==> src/design/crc31h_pkg.sv <==
// ----------------------------------------------------------------------------
// crc31h_pkg
// Shared types, constants and the CRC table function for the 31-bit CRC
// name hash with double-hashing slot and step.
// ----------------------------------------------------------------------------
package crc31h_pkg;

  localparam int unsigned SLOT_BITS_DEF = 16;
  localparam int unsigned CRC_W         = 31;
  localparam int unsigned SIZE_W        = 16;
  localparam int unsigned CH_W          = 8;
  localparam int unsigned OUT_TDATA_W   = 64;
  localparam int unsigned CNT_W         = 5;

  localparam logic [CRC_W-1:0]  CRC_POLY   = 31'h4800_0000;
  localparam logic [SIZE_W-1:0] SIZE_RESET = 16'd1021;
  localparam logic [SIZE_W-1:0] MIN_SIZE   = 16'd3;
  localparam logic [CH_W-1:0]   CH_UPPER_A = 8'h41;
  localparam logic [CH_W-1:0]   CH_UPPER_Z = 8'h5a;
  localparam logic [CH_W-1:0]   CH_FOLD    = 8'h20;

  // register indexes on the configuration port
  localparam logic REG_TABLE_SIZE = 1'b0;
  localparam logic REG_FOLD_CASE  = 1'b1;

  // one finished name handed from front to back
  typedef struct packed {
    logic [CRC_W-1:0]  crc;
    logic [SIZE_W-1:0] size;   // already clamped to at least 3
  } job_t;

  typedef enum logic [1:0] {
    B_IDLE,
    B_RUN,
    B_OUT
  } back_state_t;

  // XOR of (POLY >> j) over each set bit j of the 7-bit index
  function automatic logic [CRC_W-1:0] crc_entry(input logic [6:0] idx);
    logic [CRC_W-1:0] acc;
    acc = '0;
    for (int j = 0; j < 7; j++) begin
      if (idx[j]) begin
        acc = acc ^ (CRC_POLY >> j);
      end
    end
    return acc;
  endfunction

endpackage

==> src/design/crc31h_front.sv <==
// ----------------------------------------------------------------------------
// crc31h_front
// Configuration registers, case folding and the per-character CRC update.
// Pushes one job per name into the queue on the last beat.
// ----------------------------------------------------------------------------
module crc31h_front #(
  parameter int unsigned SLOT_BITS = crc31h_pkg::SLOT_BITS_DEF
) (
  input  logic                                clk,
  input  logic                                rst,
  input  logic                                cfg_wr_en,
  input  logic                                cfg_index,
  input  logic [crc31h_pkg::SIZE_W-1:0]       cfg_wdata,
  input  logic                                s_tvalid,
  output logic                                s_tready,
  input  logic [crc31h_pkg::CH_W-1:0]         s_tdata,
  input  logic                                s_tlast,
  input  logic                                q_full,
  output logic                                q_push,
  output crc31h_pkg::job_t                    q_job
);

  localparam int unsigned SZ_W = (SLOT_BITS < crc31h_pkg::SIZE_W) ?
                                 SLOT_BITS : crc31h_pkg::SIZE_W;

  logic [SZ_W-1:0]                 table_size;
  logic                            fold_case;
  logic [crc31h_pkg::CRC_W-1:0]    running_crc;
  logic [crc31h_pkg::CRC_W-1:0]    crc_next;
  logic [crc31h_pkg::CH_W-1:0]     ch_f;
  logic [crc31h_pkg::SIZE_W-1:0]   size_ext;
  logic                            beat;

  assign s_tready = !q_full;
  assign beat     = s_tvalid && s_tready;

  always_ff @(posedge clk) begin
    if (rst) begin
      table_size <= crc31h_pkg::SIZE_RESET[SZ_W-1:0];
      fold_case  <= 1'b0;
    end else if (cfg_wr_en) begin
      unique case (cfg_index)
        crc31h_pkg::REG_TABLE_SIZE: table_size <= cfg_wdata[SZ_W-1:0];
        crc31h_pkg::REG_FOLD_CASE:  fold_case  <= cfg_wdata[0];
        default: ;
      endcase
    end
  end

  always_comb begin
    ch_f = s_tdata;
    if (fold_case && s_tdata >= crc31h_pkg::CH_UPPER_A &&
        s_tdata <= crc31h_pkg::CH_UPPER_Z) begin
      ch_f = s_tdata + crc31h_pkg::CH_FOLD;
    end
    crc_next = (running_crc >> 7) ^
               crc31h_pkg::crc_entry(running_crc[6:0] ^ ch_f[6:0]);
  end

  always_ff @(posedge clk) begin
    if (rst) begin
      running_crc <= '0;
    end else if (beat) begin
      running_crc <= s_tlast ? '0 : crc_next;
    end
  end

  always_comb begin
    size_ext = crc31h_pkg::SIZE_W'(table_size);
    if (size_ext < crc31h_pkg::MIN_SIZE) begin
      size_ext = crc31h_pkg::MIN_SIZE;
    end
    q_push     = beat && s_tlast;
    q_job.crc  = crc_next;
    q_job.size = size_ext;
  end

endmodule

==> src/design/crc31h_fifo.sv <==
// ----------------------------------------------------------------------------
// crc31h_fifo
// Two-entry job queue between front and back.
// ----------------------------------------------------------------------------
module crc31h_fifo (
  input  logic             clk,
  input  logic             rst,
  input  logic             push,
  input  crc31h_pkg::job_t push_job,
  output logic             full,
  input  logic             pop,
  output logic             avail,
  output crc31h_pkg::job_t pop_job
);

  crc31h_pkg::job_t mem [2];
  logic             wptr;
  logic             rptr;
  logic [1:0]       count;

  assign full    = (count == 2'd2);
  assign avail   = (count != 2'd0);
  assign pop_job = mem[rptr];

  always_ff @(posedge clk) begin
    if (push) begin
      mem[wptr] <= push_job;
    end
  end

  always_ff @(posedge clk) begin
    if (rst) begin
      wptr  <= 1'b0;
      rptr  <= 1'b0;
      count <= 2'd0;
    end else begin
      if (push) begin
        wptr <= !wptr;
      end
      if (pop) begin
        rptr <= !rptr;
      end
      count <= count + 2'(push) - 2'(pop);
    end
  end

endmodule

==> src/design/crc31h_back.sv <==
// ----------------------------------------------------------------------------
// crc31h_back
// Bit-serial remainder unit: crc mod size and crc mod (size-2) in parallel,
// one dividend bit per cycle, then the result into the output register.
// ----------------------------------------------------------------------------
module crc31h_back (
  input  logic                                   clk,
  input  logic                                   rst,
  input  logic                                   q_avail,
  input  crc31h_pkg::job_t                       q_job,
  output logic                                   q_pop,
  output logic                                   m_tvalid,
  input  logic                                   m_tready,
  output logic [crc31h_pkg::OUT_TDATA_W-1:0]     m_tdata
);

  localparam int unsigned W = crc31h_pkg::SIZE_W;

  crc31h_pkg::back_state_t         state, state_next;
  logic [crc31h_pkg::CNT_W-1:0]    cnt;
  logic [crc31h_pkg::CRC_W-1:0]    crc_hold;
  logic [crc31h_pkg::CRC_W-1:0]    crc_sh;
  logic [W-1:0]                    d1, d2, r1, r2;
  logic [W:0]                      t1, t2;
  logic [W-1:0]                    r1_next, r2_next;
  logic                            load;
  logic                            out_free;

  assign out_free = !m_tvalid || m_tready;

  always_comb begin
    t1 = {r1, crc_sh[crc31h_pkg::CRC_W-1]};
    t2 = {r2, crc_sh[crc31h_pkg::CRC_W-1]};
    r1_next = (t1 >= {1'b0, d1}) ? W'(t1 - {1'b0, d1}) : t1[W-1:0];
    r2_next = (t2 >= {1'b0, d2}) ? W'(t2 - {1'b0, d2}) : t2[W-1:0];
  end

  always_comb begin
    state_next = state;
    q_pop      = 1'b0;
    load       = 1'b0;
    unique case (state)
      crc31h_pkg::B_IDLE: begin
        if (q_avail) begin
          q_pop      = 1'b1;
          state_next = crc31h_pkg::B_RUN;
        end
      end
      crc31h_pkg::B_RUN: begin
        if (cnt == '0) begin
          state_next = crc31h_pkg::B_OUT;
        end
      end
      crc31h_pkg::B_OUT: begin
        if (out_free) begin
          load       = 1'b1;
          state_next = crc31h_pkg::B_IDLE;
        end
      end
      default: state_next = crc31h_pkg::B_IDLE;
    endcase
  end

  always_ff @(posedge clk) begin
    if (rst) begin
      state <= crc31h_pkg::B_IDLE;
    end else begin
      state <= state_next;
    end
  end

  always_ff @(posedge clk) begin
    if (q_pop) begin
      crc_hold <= q_job.crc;
      crc_sh   <= q_job.crc;
      d1       <= q_job.size;
      d2       <= q_job.size - W'(2);
      r1       <= '0;
      r2       <= '0;
      cnt      <= crc31h_pkg::CNT_W'(crc31h_pkg::CRC_W - 1);
    end else if (state == crc31h_pkg::B_RUN) begin
      crc_sh <= crc_sh << 1;
      r1     <= r1_next;
      r2     <= r2_next;
      cnt    <= cnt - crc31h_pkg::CNT_W'(1);
    end
  end

  always_ff @(posedge clk) begin
    if (rst) begin
      m_tvalid <= 1'b0;
    end else if (load) begin
      m_tvalid <= 1'b1;
    end else if (m_tready) begin
      m_tvalid <= 1'b0;
    end
  end

  // tdata: crc_value[30:0], home_slot[46:31], probe_step[62:47], pad[63]
  always_ff @(posedge clk) begin
    if (load) begin
      m_tdata <= {1'b0, d2 - r2, r1, crc_hold};
    end
  end

endmodule

==> src/design/crc31_string_double_hash_index.sv <==
// Throughput: one character per cycle at the input while the queue is not
// full; the back end takes a name from the queue only after the last
// name's result is loaded into the output register, and a two-entry queue
// lets the front keep hashing the next names meanwhile.
// Reset (synchronous, rst high): running CRC, queue and output cleared,
// table_size back to 1021, fold_case off.
// ----------------------------------------------------------------------------
// crc31_string_double_hash_index
// 31-bit CRC name hash giving home slot and double-hashing probe step.
// ----------------------------------------------------------------------------
module crc31_string_double_hash_index #(
  parameter int unsigned SLOT_BITS = crc31h_pkg::SLOT_BITS_DEF
) (
  input  logic                                 clk,
  input  logic                                 rst,
  input  logic                                 cfg_wr_en,
  input  logic                                 cfg_index,
  input  logic [crc31h_pkg::SIZE_W-1:0]        cfg_wdata,
  input  logic                                 s_tvalid,
  output logic                                 s_tready,
  input  logic [crc31h_pkg::CH_W-1:0]          s_tdata,   // ch[7:0]
  input  logic                                 s_tlast,
  output logic                                 m_tvalid,
  input  logic                                 m_tready,
  // crc_value[30:0], home_slot[46:31], probe_step[62:47], zero[63]
  output logic [crc31h_pkg::OUT_TDATA_W-1:0]   m_tdata
);

  logic             q_full;
  logic             q_push;
  logic             q_pop;
  logic             q_avail;
  crc31h_pkg::job_t push_job;
  crc31h_pkg::job_t pop_job;

  crc31h_front #(
    .SLOT_BITS (SLOT_BITS)
  ) u_front (
    .clk       (clk),
    .rst       (rst),
    .cfg_wr_en (cfg_wr_en),
    .cfg_index (cfg_index),
    .cfg_wdata (cfg_wdata),
    .s_tvalid  (s_tvalid),
    .s_tready  (s_tready),
    .s_tdata   (s_tdata),
    .s_tlast   (s_tlast),
    .q_full    (q_full),
    .q_push    (q_push),
    .q_job     (push_job)
  );

  crc31h_fifo u_fifo (
    .clk      (clk),
    .rst      (rst),
    .push     (q_push),
    .push_job (push_job),
    .full     (q_full),
    .pop      (q_pop),
    .avail    (q_avail),
    .pop_job  (pop_job)
  );

  crc31h_back u_back (
    .clk      (clk),
    .rst      (rst),
    .q_avail  (q_avail),
    .q_job    (pop_job),
    .q_pop    (q_pop),
    .m_tvalid (m_tvalid),
    .m_tready (m_tready),
    .m_tdata  (m_tdata)
  );

endmodule

==> config.mk <==
export PLATFORM = sky130hd
export DESIGN_NAME = crc31_string_double_hash_index
export DESIGN_NICKNAME = d
export VERILOG_FILES = /design/src/design/crc31h_pkg.sv /design/src/design/crc31h_front.sv /design/src/design/crc31h_fifo.sv /design/src/design/crc31h_back.sv /design/src/design/crc31_string_double_hash_index.sv
export SDC_FILE = /design/constraint.sdc
export NUM_CORES = 1
export LEC_CHECK = 0
export ABC_AREA = 1
export ABC_CLOCK_PERIOD_IN_PS = 5120
export BUFFER_PORTS_ARGS = -buffer_cell sky130_fd_sc_hd__buf_4
export CAP_MARGIN = 40
export CORE_MARGIN = 4
export CORE_UTILIZATION = 35
export DETAILED_ROUTE_END_ITERATION = 7
export PLACE_DENSITY = 0.5
export SETUP_SLACK_MARGIN = 0.15
export SYNTH_ARGS = -nofsm -noshare
export SYNTH_HDL_FRONTEND = slang
export SYNTH_SLANG_ARGS = --single-unit
==> constraint.sdc <==
create_clock -name clk -period 5.12 [get_ports clk]
set_clock_uncertainty 0.1 [all_clocks]
set_input_delay 0.512 -clock clk [delete_from_list [all_inputs] [get_ports clk]]
set_output_delay 0.512 -clock clk [all_outputs]
set_load 0.005 [all_outputs]
**Word level (Yosys, flattened, before mapping)**

Memory sizes are Yosys's and may differ from the RTL's. A register that Yosys moved wholly into a read port is not among the register bits.
Index checks and enable logic that the tools add are counted.

- Logic and storage cells: 90
- Flip-flop bits (word level): 249
- Input port bits: 31
- Output and inout port bits: 66
- Memory bits (writable): 94
- Memories: 1

Memories:

| memory | depth | bits a word | rd ports | clocked after memory_dff | wr ports | line | source |
|---|---|---|---|---|---|---|---|
| u_fifo.mem | 2 | 47 | 1 | 1 | 1 | crc31h_fifo.sv:16 | `crc31h_pkg::job_t mem [2];` |

- Eq/ne operators: 6
- Magnitude comparators: 5
- Reductions and logical operators: 17
- Muxes and demuxes: 28
- Add/subtract/negate cells: 8
- Bitwise operators: 9

Operators by type and width:

| operator | count |
|---|---|
| 2-to-1 mux 31 bit | 4 |
| 2-to-1 mux 16 bit | 3 |
| subtractor 16 bit | 3 |
| >= comparator 17 x 16 -> 1 bit | 2 |
| bitwise XOR 24 x 31 -> 31 bit | 1 |
| 2-to-1 mux 30 bit | 1 |
| 2-to-1 mux 29 bit | 1 |
| 2-to-1 mux 28 bit | 1 |
| 2-to-1 mux 27 bit | 1 |
| 2-to-1 mux 26 bit | 1 |
| 2-to-1 mux 25 bit | 1 |
| less-than comparator 16 x 2 -> 1 bit (second input constant) | 1 |
| subtractor 16 x 2 -> 16 bit (second input constant) | 1 |
| NOT 2 bit | 6 |
| 2-to-1 mux 1 bit | 10 |
| >= comparator 8 x 7 -> 1 bit (second input constant) | 1 |
| <= comparator 8 x 7 -> 1 bit (second input constant) | 1 |
| adder 7 x 6 -> 7 bit (second input constant) | 1 |
| 2-to-1 mux 7 bit | 1 |
| bitwise XOR 7 bit | 1 |
| 2-to-1 mux 2 bit | 3 |
| case mux 2 bit (3 select lines) | 1 |
| nonzero test 2 bit | 3 |
| zero test 5 bit | 1 |
| 14 further kinds | 23 |

**Depth between registers and ports, before layout**

Gate-level depths: netlist of run 1.

- Depth after elaboration: 20
- Gate-level depth with buffers: 15
- Depth with buffers taken out: 14

**Cells and area by module**

A second synthesis of run 1 with hierarchy kept.

- Cells, all modules: 1600
- Area total of the unflattened synthesis: 16205.5 sq um

Modules (own cells, without submodules):

| module | times used | cells an instance | seq. area each (sq um) | area each (sq um) |
|---|---|---|---|---|
| crc31h_back | 1 | 1121 | 5485.3 | 10287.4 |
| crc31h_fifo | 1 | 177 | 2922.8 | 3738.6 |
| crc31h_front | 1 | 302 | 960.9 | 2179.6 |

**Worst setup path before layout of run 1**

No wires, ideal clock.

- Kind: register -> register
- From: register u_back.state[1]
- To: register u_fifo.count[1]
- Path buffers: 2
- Data required time: 4.950 ns
- Stages on the path, launching flop included: 12
- Library setup time: 0.070 ns
- Period minus slack after synthesis: 4.024 ns
- Setup slack: 1.096 ns
- Arrival: 3.855 ns
- Cells stage by stage: dfxtp_1 nor2_1 o21ai_0 inv_1 buf_2 buf_1 ha_1 inv_1 ha_1 xor2_1 o21ai_0 a21oi_1

- Longest elaborated chain between the ends: 3

RTL lines:

| element | line | source |
|---|---|---|
| start: declaration | crc31h_back.sv:19 | `crc31h_pkg::back_state_t state, state_next;` |
| start signal: assignment | crc31h_back.sv:66 | `state <= crc31h_pkg::B_IDLE;` |
| start signal: assignment | crc31h_back.sv:68 | `state <= state_next;` |
| zero test 2 bit | crc31h_back.sv:42 | `unique case (state)` |
| 2-to-1 mux 1 bit | crc31h_back.sv:42 |  |
| net q_pop | crc31_string_double_hash_index.sv:31 | `logic q_pop;` |
| subtractor 2 x 1 -> 2 bit | crc31h_fifo.sv:43 | `count <= count + 2'(push) - 2'(pop);` |
| end signal: assignment | crc31h_fifo.sv:43 |  |
| end: declaration | crc31h_fifo.sv:19 | `logic [1:0] count;` |

The timed path passes the listed nets, and every way through them passes these cells.
A chain may end at the register's enable or synchronous reset.

**Worst setup path in the final report of run 1**

- From: register u_back.state[1]
- To: register u_back.crc_sh[4] (netlist name) (enable)

- Longest elaborated chain between the ends: 3
- Elaborated cells on any way between the ends: 4
- Classes of those cells: 1 x eq/ne; 1 x mux; 2 x reduce/logical

RTL lines:

| element | line | source |
|---|---|---|
| zero test 2 bit | crc31h_back.sv:42 |  |
| 2-to-1 mux 1 bit | crc31h_back.sv:42 |  |
| nonzero test 2 bit (no line) (*) | n/a |  |
| end signal: assignment | crc31h_back.sv:75 | `crc_sh <= q_job.crc;` |
| end signal: assignment | crc31h_back.sv:82 | `crc_sh <= crc_sh << 1;` |
| end: declaration | crc31h_back.sv:22 | `logic [crc31h_pkg::CRC_W-1:0] crc_sh;` |

Mark *: on every way between the ends. The rest lies on a longest branch, timed or not.

==> results.toml, run 1 <==
[pwr]
peakVddDrop_uv = 258.7
pwr-share-seq = 0.363
power_frac_comb = 0.393
powerDensity_nw_per_um2 = 654.1
p_int_mw = 7.226
pwr-share-clk = 0.244
leakagePower_nw = 7.629
switching_power_mw = 4.616
swShare = 0.3898

[drt]
remaining_drc_errors = 0
firstDrtPassIters = 5
drtIter0Drc = 602
via_count = 10680
post_drt_wl_per_cell_microns = 16.24
drt_wl_total_microns = 37150
ant_nets = 0
routed_via_density = 4.669

[outcome]
status = "finished, final reports clean"

[job]
maxCapViolations = 0

[sta]
timing.hold.ws_ps = 73.96
finalSetupViolCount = 0
period_share = 0.5350
setup_tns_ps = 0
setup_ws_ps = 2381
relSlewSlack = 0.4270
max_slew.worst_pin.slew_ps = 854.9
hold_viol = 0
period_minus_slack_ps = 2739
fmax_ghz = 0.3651
rsz0062_at_grt = "false"
final_max_slew_viol_count = 0

[critical_path]
startpoint_type = "flip-flop"
cp_max_fo = 61
path_class = "reg2reg"
reg2reg_slack_ps = 2380
required_ps = 5250
arrival_ps = 2870
slowest_delay_ps = 620
slowest_stage = "inv_4"
worstSetupEndpointType = "flip-flop"
worstPathCellList = "nor2_1, o21ai_0, inv_4, nor2_2, inv_1, buf_4"

[synthesis]
synth_ff_type = "edfxtp_1"
synth_fa_ha_area_frac = 0.04438
syn_nets = 1664
synthMuxAreaShare = 0
synth_compound_area_frac = 0.05215
yosys.area_share.xor_xnor = 0.02834
syn_avg_cell_area_sq_um = 9.778
synth_edf_count = 250
synthCells = 1580
synth_top_family_by_area = "simple AND/OR/NAND/NOR gates"
ys_warn_count = 0
synthArstFlopShare = 0
synth-simple-area-share = 0.2111
synth_cell_type_count = 46
yosysSeqAreaShare = 0.6064
netlist_area_sq_um = 15450
ys_seq_elements = 343

[cts]
cts_tree = "done"
hold_buffers = 0
postCtsResizedCells = 0
cts_setup_buffers = 0
clkSlewWorstSetupHoldPaths_ps = 60
clock-sinks = 343
clk_latency_ps = 550
clock-root-buffer = "clkbuf_16"
cts_made_buffers = 39
htreeDepth = 2
cts_buffer_depth = 3

[global_route]
grt_max_degree = 69
antenna_found_initial = 0
grt-busiest-layer = "met2"
grt_pass1_vias = 10440
grt.overflow.total = 0
grt_use_met3 = 0.03101
use_met2 = 0.2503
grt_first_pass_wirelength_microns = 58920
grt_use_met1 = 0.2198
groute.usage.overall = 0.1565

[die]
die_w_microns = 218.1
start_util = 0.3563
pin_count = 97
die_h_microns = 218.1
die-area_sq_um = 47570
core-area_sq_um = 43360
rows = 76

[cells_and_area]
nNetsFinal = 1755
n_antenna_cell = 0
instances_no_fill = 2287
final_common_cell = "nand2_1"
synthToLayoutAreaGrowth_pct = 17.17
layout_common_cells = "nand2_1 (507), edfxtp_1 (250), inv_1 (162)"
drive_above_1_share = 0.1152

[placement]
gp_congestion = 0.8840
detailed_place_hpwl_microns = 25280
dp_slack_ps = 2340
dp.cells = 2215
portBuffers = 95

[worst_hold_path]
hp-class = "in2reg"
[worst paths after layout]
kind                                      from                            endpoint  cells past startpoint
setup / recovery  u_back.state[1]$_SDFFE_PP0P_          u_back.crc_sh[4]$_DFFE_PP_                      6
setup reg to reg  u_back.state[1]$_SDFFE_PP0P_          u_back.crc_sh[4]$_DFFE_PP_                      6
hold / removal                    cfg_wdata[9]  u_front.table_size[9]$_SDFFE_PP1P_                      3
hold reg to reg   u_back.crc_hold[3]$_DFFE_PP_         u_back.m_tdata[3]$_DFFE_PP_                      0
[logic make-up (layout without fill, tap and decap cells)]
| logic type | count (synthesis) | in the layout |
|---|---|---|
| compound gates | 142 | 142 |
| fa+ha+maj | 53 | 53 |
| flops | 343 | 343 |
| xor+xnor | 50 | 50 |
| simple gates | 769 | 769 |
| other cells | 1 | 1 |
| buf+inv | 222 | 344 |
[area by class of cell]
type / instances / area (sq um)
Fill cell: 4311 / 25260
Sequential cell: 343 / 9370
Multi-Input combinational cell: 1015 / 5220
Clock buffer: 46 / 1055
Timing Repair Buffer: 108 / 830.8
Tap cell: 585 / 732.0
Inverter: 164 / 618.1
Clock inverter: 26 / 276.5
[registers in the layout (all words and copies together) (netlist names), named ones only]
| register | count |
|---|---|
| u_back.d2 | 16 |
| u_back.r2 | 16 |
| u_back.state | 2 |
| u_back.m_tdata | 63 |
| u_front.fold_case | 1 |
| u_fifo.mem | 94 |
| u_fifo.count | 2 |
| u_back.crc_hold | 31 |
| u_fifo.rptr | 1 |
| u_back.cnt | 5 |
| u_back.m_tvalid | 1 |
| u_back.r1 | 16 |
| u_front.running_crc | 31 |
| u_back.d1 | 15 |
| u_front.table_size | 16 |
| u_back.crc_sh | 31 |
| u_fifo.wptr | 1 |
[worst max-delay path: cells and delay by family, from the launching register on]
| kind | cells | cell delay, ps |
|---|---|---|
| buffers and inverters | 3 | 1510 |
| DFF | 1 | 340 |
| AOI/OAI and AO/OA | 1 | 260 |
| and+or+nand+nor | 2 | 180 |
[synth_stat cells, drive strengths merged (25+ instances only)]
library cell / count / area share
a21oi: 70 / 0.023
a31oi: 30 / 0.012
xor2: 26 / 0.015
edfxtp: 250 / 0.49
nand2: 516 / 0.13
o21ai: 25 / 0.0088
clkbuf: 35 / 0.0085
nand3: 96 / 0.031
ha: 50 / 0.040
dfxtp: 93 / 0.12
nor2: 94 / 0.025
nand3b: 29 / 0.014
inv: 164 / 0.040
[power by group through the flow]
stage / clock network [mW] / registers, mW / logic (mW)
after detailed placement: 0 / 4.34 / 4.68
after global placement: 0 / 4.36 / 4.64
after global routing: 3.09 / 4.36 / 5.28
after CTS: 2.98 / 4.30 / 4.70
after floorplan: 0 / 4.20 / 3.53
final: 2.89 / 4.30 / 4.66
[through the flow]
step / utilization / area [sq um] / total power [mW]
after floorplan: - / 15450 / 7.732
after CTS: 0.4175 / 18100 / 11.98
final: 0.4175 / 18100 / 11.84
after detailed placement: 0.3868 / 16770 / 9.020
after global routing: 0.4175 / 18100 / 12.74
after global placement: 0.3860 / 16740 / 8.997
[layer usage]
metal | wire length (microns) | vias to the layer above
met1 | 18170 | 5032
li1 | - | 5441
met5 | 0 | -
met2 | 16790 | 159
met3 | 1525 | 47
met4 | 663 | 0
No activity file was read; power rests on OpenSTA's default activity.
==> inputs of run 2 (changes only) <==
- ABC_AREA: 1 -> 0
- ABC_CLOCK_PERIOD_IN_PS: 5120 -> 2500
- PLACE_DENSITY: 0.5 -> 0.52
- clock period: 5.12 -> 2.5 ns (I/O delays scaled with it)
==> run 2 against run 1 <==
Net effect: cell area up 7.6%; the run now ends with setup timing left; critical endpoint is now u_back.r2[14]$_SDFFE_PP0P_; hold slack worse by 27 ps; die area decreased by 3.4%; core utilization is 4.6 points higher; via count shrank 6.2%; sequential share of layout area decreased by 3.6 points; register-to-register slack worse by 2400 ps.
==> results.toml, run 2 <==
[cells_and_area]
nNetsFinal = 1558
drive_above_1_share = 0.3094
largest_reg_flops = 94
instances_no_fill = 2042
registers.top_by_ff_count = "u_fifo.mem"
final_common_cell = "edfxtp_1"
n_antenna_cell = 0
reg_top3 = "u_fifo.mem (94), u_back.m_tdata (63)"
final_util = 0.4632
fill_cells = 3814
stdcell_area_sq_um = 19470
layout_common_cells = "edfxtp_1 (250), buf_4 (201), nand2_1 (165)"
synthToLayoutAreaGrowth_pct = 30.66

[die]
die-area_sq_um = 45950
rows = 75
die_h_microns = 214.4
die_w_microns = 214.4
start_util = 0.3545
pin_count = 97
core-area_sq_um = 42040

[drt]
via_count = 10020
routed_via_density = 4.908
post_drt_wl_per_cell_microns = 16.98
drtIter0Drc = 510
remaining_drc_errors = 0
firstDrtPassIters = 5
ant_nets = 0
drt_wl_total_microns = 34680

[placement]
detailed_place_hpwl_microns = 22820
place_area_sq_um = 16870
gp_congestion = 0.8440
dp.cells = 1908
portBuffers = 95

[sta]
period_minus_slack_ps = 2566
relSlewSlack = 0.5032
timing.hold.ws_ps = 47.26
fmax_ghz = 0.3897
finalSetupViolCount = 5
hold_viol = 0
setup_ws_ps = -66.09
rsz0062_at_grt = "true"
final_max_slew_viol_count = 0
max_slew.worst_pin.slew_ps = 745.1
period_share = 1.026

[synthesis]
ys_seq_elements = 343
syn_nets = 1328
yosysSeqAreaShare = 0.6286
netlist_area_sq_um = 14900
synth_common_cells = "edfxtp_1 (250), nand2_1 (173), dfxtp_1 (93), inv_1 (77), a21oi_1 (72)"
synth_edf_count = 250
ys_warn_count = 0
yosys-top-cells-area = "edfxtp_1 (50%), dfxtp_1 (12%), nand2_1 (4.4%), ha_1 (4.2%), mux2_2 (3.1%)"
synth_ff_type = "edfxtp_1"
synth_top_area_frac = 0.5037
synth_cell_type_count = 70
syn_avg_cell_area_sq_um = 11.98
synthCells = 1244
yosysTopAreaCell = "edfxtp_1"
yosysMostFrequentCell = "edfxtp_1"
synthArstFlopShare = 0

[cts]
clock-root-buffer = "clkbuf_16"
cts_made_buffers = 38
htreeDepth = 2
clk_latency_ps = 540
cts_buffer_depth = 3
clkSlewWorstSetupHoldPaths_ps = 60
clock-sinks = 343
cts_tree = "done"

[global_route]
grt.overflow.total = 0
grt_max_degree = 78
grt_pass1_vias = 9928
antenna_found_initial = 0
groute.usage.overall = 0.1458
grt_first_pass_wirelength_microns = 54250

[critical_path]
reg2reg_slack_ps = -70
arrival_ps = 2910
slowest_stage = "or4_4"
worstSetupEndpointType = "flip-flop"
cp_common_cell = "buf_6"
worst_path_dominant_cell_family = "simple AND/OR/NAND/NOR gates"
startpoint_type = "flip-flop"
cp_max_fo = 6
critical_path_buf_inv_count = 4
worstPathCellList = "buf_6, clkinv_4, buf_6, ha_4, nand4_1, or4_4, nand2_2, a21oi_2, and2_4, buf_6, nor4b_4, a31oi_1, o311ai_1"
slowest_delay_ps = 520
required_ps = 2840
path_class = "reg2reg"

[outcome]
violations = "setup timing"
status = "finished with violations"

[worst_hold_path]
hp-class = "in2reg"

[pwr]
peakVddDrop_uv = 672.2
powerDensity_nw_per_um2 = 1206
leakagePower_nw = 7.467
power_mw = 23.48

[job]
maxCapViolations = 0
[run 2: cell types whose count changed after synthesis, sizes merged, moves of 13 or more]
cell	previous run	this run
nor2b	0	13
a21o	1	14
nand2	516	173
xnor2	24	45
o21ai	25	52
nand3b	29	9
a31oi	30	7
inv	164	77
nor2	94	70
nor3b	0	26
clkbuf	35	50
nand3	96	10
nand2b	0	14
mux2	0	42
[run 2: cell families (layout without fill, tap and decap cells)]
kind of cell             count (synthesis)  after routing  share of synthesized area
multiplexers                            52             52                    0.03870
other                                    1              1                  0.0002516
adder cells (fa/ha/maj)                 53             53                    0.04600
AND/OR/NAND/NOR                        361            361                     0.1137
buffers and inverters                  140            399                    0.03711
AO/OA/AOI/OAI                          226            226                    0.09520
flip-flops                             343            343                     0.6286
XOR/XNOR                                68             68                    0.04046
[run 2: worst paths after layout]
| kind | start | endpoint | cells after the start |
|---|---|---|---|
| setup / recovery | u_back.d2[1]$_DFFE_PP_ | u_back.r2[14]$_SDFFE_PP0P_ | 13 |
| hold / removal | s_tdata[0] | u_fifo.mem[1][46]$_DFFE_PP_ | 2 |
| setup reg to reg | u_back.d2[1]$_DFFE_PP_ | u_back.r2[14]$_SDFFE_PP0P_ | 13 |
| hold reg to reg | u_back.crc_hold[21]$_DFFE_PP_ | u_back.m_tdata[21]$_DFFE_PP_ | 0 |
[run 2: layout make-up]
type,instances,area [sq um],area share
Sequential cell,343,9376,0.4815
Timing Repair Buffer,252,2128,0.1093
Clock buffer,54,1072,0.05506
Multi-Input combinational cell,761,5779,0.2968
Inverter,78,299.0,0.01536
Clock inverter,15,143.9,0.007389
Tap cell,539,674.4,0.03463
[run 2: per-layer routing]
layer  track usage  up-vias  wire (microns)
li1              -     4904               -
met1        0.2108     4885           17140
met2        0.2233      178           15570
met3       0.02395       55            1148
met4       0.05036        0             817
met5             0        -               0
[run 2: where the power goes]
group | internal [mW] | leakage (nW) | total, mW | switching, mW
Clock | 3.21 | 0.594 | 5.42 | 2.21
Sequential | 7.75 | 3.09 | 8.36 | 0.615
Combinational | 4.45 | 3.78 | 9.70 | 5.24
Total | 15.4 | 7.47 | 23.5 | 8.07
[run 2: per-stage QoR]
stage / TNS (ps) / worst slack, ps
floorplan: -201.8 / -166.8
global placement: -627.6 / -147.5
detailed placement: -1034 / -166.7
CTS: -152.7 / -65.50
global route: -1121 / -173.5
finish: -184.7 / -66.09
[run 2: what timing repair did]
action	CTS	global route
resized for setup	105	100
hold endpoints to repair	18	0
pin swaps	47	58
hold buffers	20	0
gates cloned	1	1
endpoints found under the setup margin	46	43
setup buffers	28	15
